File: src/gbc_pkg.sv
// ----------------------------------------------------------------------------
// gbc_pkg
// shared types and constants of the greedy b-colouring engine
// ----------------------------------------------------------------------------
package gbc_pkg;

   localparam int MaxVertices = 64;
   localparam int VertexW     = 6;
   localparam int CountW      = 7;

   typedef enum logic [3:0] {
      ST_IDLE,
      ST_PREP,
      ST_G_RD,
      ST_G_EV,
      ST_G_AP,
      ST_R_INIT,
      ST_B_RD,
      ST_B_EV,
      ST_B_AP,
      ST_B_END,
      ST_D_RD,
      ST_D_EV,
      ST_D_AP,
      ST_D_END,
      ST_NEXT,
      ST_OUT
   } gbc_state_type;

   typedef struct packed {
      logic prep;
      logic idx_clr;
      logic idx_inc;
      logic rd_en;
      logic used_ld;
      logic greedy_ap;
      logic move_ap;
      logic stuck_clr;
      logic cur_init;
      logic cur_dec;
      logic shift;
      logic out_ld;
      logic clear;
   } gbc_cmd_type;

   typedef struct packed {
      logic idx_last;
      logic idx_coloured;
      logic cur_member;
      logic cc_zero;
      logic cur_zero;
      logic b_ok;
      logic stuck;
      logic out_ready;
   } gbc_sts_type;

endpackage

File: src/gbc_ctrl.sv
// ----------------------------------------------------------------------------
// gbc_ctrl
// sequencer for load, greedy fill, class reduction and report phases
// ----------------------------------------------------------------------------
module gbc_ctrl
   import gbc_pkg::*;
(
   input  logic        clock,
   input  logic        reset,
   input  logic        req_accept,
   input  logic        req_last_vertex,
   input  gbc_sts_type sts,
   output gbc_cmd_type cmd,
   output logic        busy
);

   gbc_state_type state_ff, state_in;

   always_ff @(posedge clock) begin
      if (reset) begin
         state_ff <= ST_IDLE;
      end else begin
         state_ff <= state_in;
      end
   end

   always_comb begin
      state_in = state_ff;
      cmd      = '0;
      busy     = (state_ff != ST_IDLE);
      unique case (state_ff)
         ST_IDLE: begin
            if (req_accept && req_last_vertex) state_in = ST_PREP;
         end
         ST_PREP: begin
            cmd.prep    = 1'b1;
            cmd.idx_clr = 1'b1;
            state_in    = ST_G_RD;
         end
         ST_G_RD: begin
            if (sts.idx_coloured) begin
               if (sts.idx_last) state_in = ST_R_INIT;
               else cmd.idx_inc = 1'b1;
            end else begin
               cmd.rd_en = 1'b1;
               state_in  = ST_G_EV;
            end
         end
         ST_G_EV: begin
            cmd.used_ld = 1'b1;
            state_in    = ST_G_AP;
         end
         ST_G_AP: begin
            cmd.greedy_ap = 1'b1;
            if (sts.idx_last) begin
               state_in = ST_R_INIT;
            end else begin
               cmd.idx_inc = 1'b1;
               state_in    = ST_G_RD;
            end
         end
         ST_R_INIT: begin
            cmd.idx_clr = 1'b1;
            if (sts.cc_zero) begin
               state_in = ST_OUT;
            end else begin
               cmd.cur_init = 1'b1;
               state_in     = ST_B_RD;
            end
         end
         ST_B_RD: begin
            if (!sts.cur_member) begin
               if (sts.idx_last) state_in = ST_B_END;
               else cmd.idx_inc = 1'b1;
            end else begin
               cmd.rd_en = 1'b1;
               state_in  = ST_B_EV;
            end
         end
         ST_B_EV: begin
            cmd.used_ld = 1'b1;
            state_in    = ST_B_AP;
         end
         ST_B_AP: begin
            if (sts.b_ok) begin
               state_in = ST_NEXT;
            end else if (sts.idx_last) begin
               state_in = ST_B_END;
            end else begin
               cmd.idx_inc = 1'b1;
               state_in    = ST_B_RD;
            end
         end
         ST_B_END: begin
            cmd.idx_clr   = 1'b1;
            cmd.stuck_clr = 1'b1;
            state_in      = ST_D_RD;
         end
         ST_D_RD: begin
            if (!sts.cur_member) begin
               if (sts.idx_last) state_in = ST_D_END;
               else cmd.idx_inc = 1'b1;
            end else begin
               cmd.rd_en = 1'b1;
               state_in  = ST_D_EV;
            end
         end
         ST_D_EV: begin
            cmd.used_ld = 1'b1;
            state_in    = ST_D_AP;
         end
         ST_D_AP: begin
            cmd.move_ap = 1'b1;
            if (sts.idx_last) begin
               state_in = ST_D_END;
            end else begin
               cmd.idx_inc = 1'b1;
               state_in    = ST_D_RD;
            end
         end
         ST_D_END: begin
            cmd.shift = !sts.stuck;
            state_in  = ST_NEXT;
         end
         ST_NEXT: begin
            cmd.idx_clr = 1'b1;
            if (sts.cur_zero) begin
               state_in = ST_OUT;
            end else begin
               cmd.cur_dec = 1'b1;
               state_in    = ST_B_RD;
            end
         end
         ST_OUT: begin
            if (sts.out_ready) begin
               cmd.out_ld = 1'b1;
               if (sts.idx_last) begin
                  cmd.clear = 1'b1;
                  state_in  = ST_IDLE;
               end else begin
                  cmd.idx_inc = 1'b1;
               end
            end
         end
         default: state_in = ST_IDLE;
      endcase
   end

endmodule

File: config.mk
export PLATFORM = sky130hd
export DESIGN_NAME = gbc_ctrl
export DESIGN_NICKNAME = d
export VERILOG_FILES = /design/src/gbc_pkg.sv /design/src/gbc_ctrl.sv
export SDC_FILE = /design/constraint.sdc
export NUM_CORES = 1
export LEC_CHECK = 0
export BUFFER_PORTS_ARGS = -buffer_cell sky130_fd_sc_hd__buf_2
export CAP_MARGIN = 25
export CELL_PAD_IN_SITES_DETAIL_PLACEMENT = 1
export CELL_PAD_IN_SITES_GLOBAL_PLACEMENT = 1
export CORE_ASPECT_RATIO = 1.1
export CORE_MARGIN = 2
export CORE_UTILIZATION = 34
export CTS_CLUSTER_DIAMETER = 60
export DETAILED_ROUTE_END_ITERATION = 10
export PLACE_DENSITY_LB_ADDON = 0.1
export SYNTH_ARGS = -nofsm -noshare
export SYNTH_HDL_FRONTEND = slang
export SYNTH_SLANG_ARGS = --single-unit
File: constraint.sdc
create_clock -name clock -period 1.9 [get_ports clock]
set_clock_uncertainty 0.2 [all_clocks]
set_input_delay 0.285 -clock clock [delete_from_list [all_inputs] [get_ports clock]]
set_output_delay 0.285 -clock clock [all_outputs]
set_load 0.02 [all_outputs]
# --- Word level (Yosys, flattened, before mapping) ---
# Index checks and enable logic that the tools add are counted.
word_totals:
  regBits: 4
op_classes:
  eq_ne: 21
  n_mux: 39
  n_reduce_logical: 9
ops:
  columns: ["cell", "count"]
  rows:
  - ["$pmux 4 s16", 1]
  - ["$mux 4", 13]
  - ["$eq 4x4->1 const B", 8]
  - ["$mux 1", 19]
  - ["$eq 4x3->1 const B", 4]
  - ["$ne 3x3->1 const B", 3]
  - ["$eq 4x2->1 const B", 2]
  - ["$mux 3", 2]
  - ["$ne 2x2->1 const B", 3]
  - ["$reduce_and 6->1", 1]
  - ["$pmux 1 s5", 1]
  - ["$eq 4x1->1 const B", 1]
  - ["$logic_not 4->1", 1]
  - ["$mux 2", 2]
  - ["$reduce_bool 4->1", 1]
  - ["$reduce_or 2->1", 2]
  - ["$reduce_or 4->1", 1]
  - ["$reduce_or 3->1", 1]
  - ["$pmux 1 s2", 1]
  - ["$logic_and 1x1->1", 1]
  - ["$logic_not 1->1", 1]

# --- Logic depth before layout (Yosys ltp) ---
# Gate-level depths: netlist of run 1.
depth:
  ltp_word: 3
  mapped_depth: 6
  ltp_nobuf: 4

# --- Worst setup path after synthesis of run 1 ---
# OpenSTA, ideal clock, no wires.
synth_timing:
  kind: "register to output"
  startpoint: "register state_ff[3]"
  endpoint: "output port cmd[10] (netlist name)"
  t_arrival_ps: 1674
  required_ps: 1415
  path_slack_ps: -259
  stages_incl_launch_ff: 5
  path_buffers: 2
  cell_sequence: "dfxtp_1 buf_6 buf_2 a21oi_1 o311ai_0"
synth_rtl:
  columns: ["element", "line", "source"]
  rows:
  - ["from (decl)", "gbc_ctrl.sv:17", "gbc_state_type state_ff, state_in;"]
  - ["from (signal assigned)", "gbc_ctrl.sv:23", "state_ff <= state_in;"]
  - ["to (decl)", "gbc_ctrl.sv:13", "output gbc_cmd_type cmd,"]

==> results.cfg, run 1 <==
[status]
status = finished, final reports clean

[worst_hold_path]
hold_class = in -> reg
hold_depth = 2
min_from = reset

[timing]
period_minus_slack_ns = 1.81
rsz0062_at_grt = no
clock.fmax_mhz = 552
slew_violations = 0
tightest_slew_ns = 0.335
finalSetupViolations = 0
finalCritPeriodShare = 0.953
max_slew_margin = 0.776
hold_viol = 0
setup_ws_ns = 0.0894

[flow_run]
drv_cap = 0

[place]
gp_congestion = 0.776
dp_slack_ns = -0.0425
port_buffers = 25
dp_hpwl_microns = 1640
dpl-instance-area_sq_um = 870

[die]
die_h_microns = 51.4
die_x_microns = 47.1
die-area_sq_um = 2420
start_util = 0.354
io_pins = 26
core_sq_um = 1960
rows = 17

[clock_network]
cts_tree = built
clockBufferDepth = 2
cts_root_buf = clkbuf_4
htreeDepth = 1
numCtsBuffers = 3
path_clk_slew_ns = 0.03
worstSkewPairLatency_ns = 0.23
clkSinkCount = 4

[yosys]
synth-async-reset-ratio = 0
synthAdderAreaFrac = 0
synth_edf_count = 0
ys.flop_type = dfxtp_1
synth_top_cell_area_share = 0.116
synth_common_cells = nand2_1, inv_1, a21oi_1, nor3_1
synthTopCellsByArea = dfxtp_1, buf_6, a21oi_1
synth_compound_gate_area_share = 0.368
synthesis.yosys.warnings = 0
synth_xor_xnor_area_share = 0.0253
syn_area_per_cell_sq_um = 7.79
synth_top_area_cell = dfxtp_1
synth-seq-area-share = 0.116
synth.most_common_cell = nand2_1
synthMuxAreaShare = 0.0144
synth-seq-cells = 4
synth_top_family_by_area = compound AO/OA/AOI/OAI gates
synth.distinct_cells = 44
synth_simple_gate_area_frac = 0.347
syn_area_sq_um = 693
synth_cells = 89
syn_nets = 101

[critical_path]
crit_chain = and4_4 > o211ai_1 > o311ai_2 > buf_4
max_stage_delay_ns = 0.44
path_depth = 4
critical-path-top-delay-family = flip-flops
critPathBufInv = 1
r2r_end = state_ff[1]
worst_path_max_delay_cell = dfxtp_4
cp.arrival_ns = 1.33
worstPathRequired_ns = 1.41
crit_end = cmd[10]
cp-startpoint = state_ff[0]
r2r_slack_ns = 0.14
rr_worst_depth = 6
worst_setup_path_end_kind = output port
crit_type = reg -> out
crit_path_max_fanout = 14
r2r_start = state_ff[3]
crit_path_start_kind = register

[global_route]
grt_pass1_vias = 740
overflow = 0
grt_pass1_wl_microns = 3330
grt_max_degree = 19
gr-usage-all-layers = 0.188
antenna_found_initial = 0

[pwr]
irDropWorstVdd_mv = 0.742
leakagePower_uw = 0.000422
p_per_area_nw_per_um2 = 1130

[layout]
diodes = 0
synthToLayoutAreaGrowth_pct = 37.7
largest-register = state_ff
fin_area_sq_um = 955
nNetsFinal = 133
largest_reg_flops = 4
reg_top3 = state_ff x4
drive_above_1_share = 0.487

[detailed_routing]
viasPerCell = 5.28
dr_total_vias = 776
drt_wl_total_microns = 2030
firstDrtPassIters = 3
drt_iter0_drc = 4
drc = 0
ant_nets = 0
avgRoutedWirePerCell_microns = 13.8
-- worst reg2reg max path: cells and delay by family, from the launching register on --
| family | cells | cell delay (ns) |
|---|---|---|
| AOI/OAI and AO/OA | 3 | 0.48 |
| buffers and inverters | 2 | 0.34 |
| DFF | 1 | 0.38 |
| and+or+nand+nor | 1 | 0.29 |
-- report_power, final --
| group | switching [uW] | internal [uW] | total [uW] |
|---|---|---|---|
| sequential | 82.4 | 120 | 202 |
| clock | 31.1 | 70.4 | 101 |
| combinational | 402 | 378 | 780 |
-- logic make-up after synthesis --
kind of cell / count (synthesis)
XOR/XNOR: 2
multiplexers: 1
AO/OA/AOI/OAI: 29
buffers and inverters: 15
flip-flops: 4
AND/OR/NAND/NOR: 38
-- through the flow --
stage	hold slack, ns	instances	util	TNS, ns	power (uW)
after floorplan	0.147	89	-	0	710
after global placement	0.332	142	0.444	0	890
after detailed placement	0.343	142	0.444	-0.0855	897
after CTS	0.0972	145	0.465	0	1020
after global routing	0.0984	147	0.488	0	1180
final	0.0934	147	0.488	0	1080
-- worst min path at each step --
stage	end	slack, ns
4_1_cts	state_ff[1]	0.1
3_5_place_dp	state_ff[1]	0.34
5_1_grt	state_ff[1]	0.1
6_report	state_ff[1]	0.09
3_3_place_gp	state_ff[1]	0.33
2_1_floorplan	state_ff[1]	0.15
-- layer usage --
layer	vias up	share of wire	global-route usage
met5	-	0	0
li1	396	-	-
met2	17	0.50	0.304
met3	0	0.025	0.0212
met1	363	0.48	0.248
met4	0	0	0.0694
-- area by class of cell --
type | count | area [sq um]
Clock buffer | 3 | 22.5
Sequential cell | 4 | 92.6
Timing Repair Buffer | 35 | 219
Inverter | 7 | 26.3
Tap cell | 28 | 35.0
Fill cell | 260 | 1000
Multi-Input combinational cell | 70 | 559
-- layout by cell type, fill, tap and decap left out, types with 2 or more instances in the layout --
cell	n
a21oi_1	6
a32o_1	2
and3_1	2
buf_2	24
buf_4	9
clkbuf_4	3
dfxtp_4	3
inv_1	7
nand2_1	8
nand2b_1	4
nor2_1	4
nor3_1	6
nor4b_2	2
o21ai_0	3
o32ai_1	2
-- repair_timing --
| item | 4_1_cts | 5_1_grt |
|---|---|---|
| setup endpoints to repair | 13 | 8 |
| gates resized for setup | 7 | 8 |
| hold buffers | 0 | 0 |
| pin swaps | 0 | 1 |
| endpoints found under the hold margin | 0 | 0 |
| setup buffers | 0 | 2 |
No activity file was read; power rests on OpenSTA's default activity.
==> run 2, diff against run 1 <==
CORE_MARGIN = unset   (was 2)
HOLD_SLACK_MARGIN = 0.06   (was unset)
==> run 2 against run 1 <==
Effect of this change:
- critical path depth unchanged
- hold slack worse by 0.010 ns
- non-clock buffer count up 5
- via count up 11%
- flip-flop and latch count unchanged
- cell area up 7.2%
- routed wire length up 23%
- die area down 8.0%
- utilization up 6.8 points
- power up 7.1%
- largest power group unchanged
- highest routed layer is now met4
==> results.cfg, run 2 (synthesis gave the netlist of run 1 again) <==
[layout]
utilization = 0.556
largest_reg_flops = 4
nNetsFinal = 138
layout_commonest_cell = buf_2
synthToLayoutAreaGrowth_pct = 47.7
diodes = 0
drive_above_1_share = 0.516
mostFrequentLayoutCells = buf_2, buf_4, nand2_1
reg_top3 = state_ff x4
fillers = 249
largest-register = state_ff
fin_area_sq_um = 1020

[critical_path]
cp.arrival_ns = 1.36
crit_type = reg -> out
max_stage_delay_ns = 0.37
worst_path_max_delay_cell = dfxtp_4
worst_setup_path_end_kind = output port
critical-path-top-delay-family = simple AND/OR/NAND/NOR gates
crit_chain = buf_4 > nand2b_1 > nor3_1 > buf_2
worstPathRequired_ns = 1.41
crit_path_max_fanout = 9
critPathBufInv = 2
crit_path_start_kind = register

[detailed_routing]
met3_length_microns = 75
drt_iter0_drc = 10
wl_met1_microns = 1120
drt_wl_total_microns = 2490
route.met2.wl_microns = 1250
drc = 0
viasPerCell = 5.70
avgRoutedWirePerCell_microns = 16.5
firstDrtPassIters = 4
maxUsedRoutingLayer = met4
ant_nets = 0
dr_total_vias = 861

[clock_network]
worstSkewPairLatency_ns = 0.24
numCtsBuffers = 3
cts_root_buf = clkbuf_4
path_clk_slew_ns = 0.04
htreeDepth = 1
cts_tree = built
clkSinkCount = 4
clockBufferDepth = 2

[timing]
period_minus_slack_ns = 1.84
finalCritPeriodShare = 0.970
hold_viol = 0
rsz0062_at_grt = yes
setup_tns_ns = 0
slew_violations = 0
finalSetupViolations = 0
max_slew_margin = 0.707
tightest_slew_ns = 0.438
clock.fmax_mhz = 543

[die]
die_x_microns = 45.1
rows = 16
die_h_microns = 49.4
io_pins = 26
die-area_sq_um = 2220
start_util = 0.376
core_sq_um = 1840

[global_route]
gr-usage-all-layers = 0.225
overflow = 0
grt_max_degree = 17
grt_pass1_vias = 809
grt_pass1_wl_microns = 3740
antenna_found_initial = 0

[place]
dpl-instance-area_sq_um = 876
gp_congestion = 0.796
port_buffers = 25
dp_hpwl_microns = 1680

[pwr]
leakagePower_uw = 0.000464
p_per_area_nw_per_um2 = 1130
irDropWorstVdd_mv = 0.705

[flow_run]
drv_cap = 0

[worst_hold_path]
hold_class = in -> reg

[status]
status = finished, final reports clean
==> run 2: stage by stage <==
stage                     hold WS, ns  instances  total power (uW)  worst slack, ns
after floorplan                 0.147         89               710           0.0673
after global placement          0.334        142               888           0.0495
after detailed placement        0.340        142               894         -0.00101
after CTS                      0.0808        145              1030           0.0120
after global routing           0.0798        151              1240          -0.0300
final                          0.0833        151              1160           0.0572
==> run 2: power by group <==
part / internal (uW) / total (uW) / switching (uW)
clock network: 70.9 / 109 / 38.4
logic: 398 / 834 / 437
registers: 124 / 216 / 92.1
==> run 2: layer usage <==
| metal | GRT usage | vias up |
|---|---|---|
| li1 | - | 408 |
| met1 | 0.304 | 424 |
| met2 | 0.348 | 24 |
| met3 | 0.0259 | 5 |
| met4 | 0.101 | 0 |
| met5 | 0 | - |
==> run 2: area by class of cell <==
type,instances,area (sq um),area share
well taps,27,33.8,0.0330
repair buffers,40,277,0.270
inverters,7,26.3,0.0257
multi-input cells,70,569,0.556
clock buffers,3,22.5,0.0220
flip-flops and latches,4,95.1,0.0929
==> run 2: worst reg2reg max path, delay by kind of cell, from the launching register on <==
family / cells / cell delay (ns)
buffers and inverters: 1 / 0.18
AO/OA/AOI/OAI: 3 / 0.95
flip-flops: 1 / 0.39
==> run 2: repair_timing <==
| action | in CTS | in global routing |
|---|---|---|
| setup endpoints to repair | 12 | 3 |
| gates cloned | 0 | 1 |
| hold buffers | 0 | 0 |
| hold endpoints to repair | 0 | 0 |
| resized for setup | 9 | 10 |
| buffers inserted | 0 | 5 |
| pin swaps | 0 | 1 |
==> run 2: final timing paths <==
path | slack [ns] | end | start | cells past startpoint
worst max-delay path | 0.06 | cmd[4] | state_ff[1] | 4
worst max register to register | 0.06 | state_ff[2] | state_ff[3] | 4
worst min register to register | 0.45 | state_ff[0] | state_ff[0] | 2
worst min-delay path | 0.08 | state_ff[1] | reset | 2
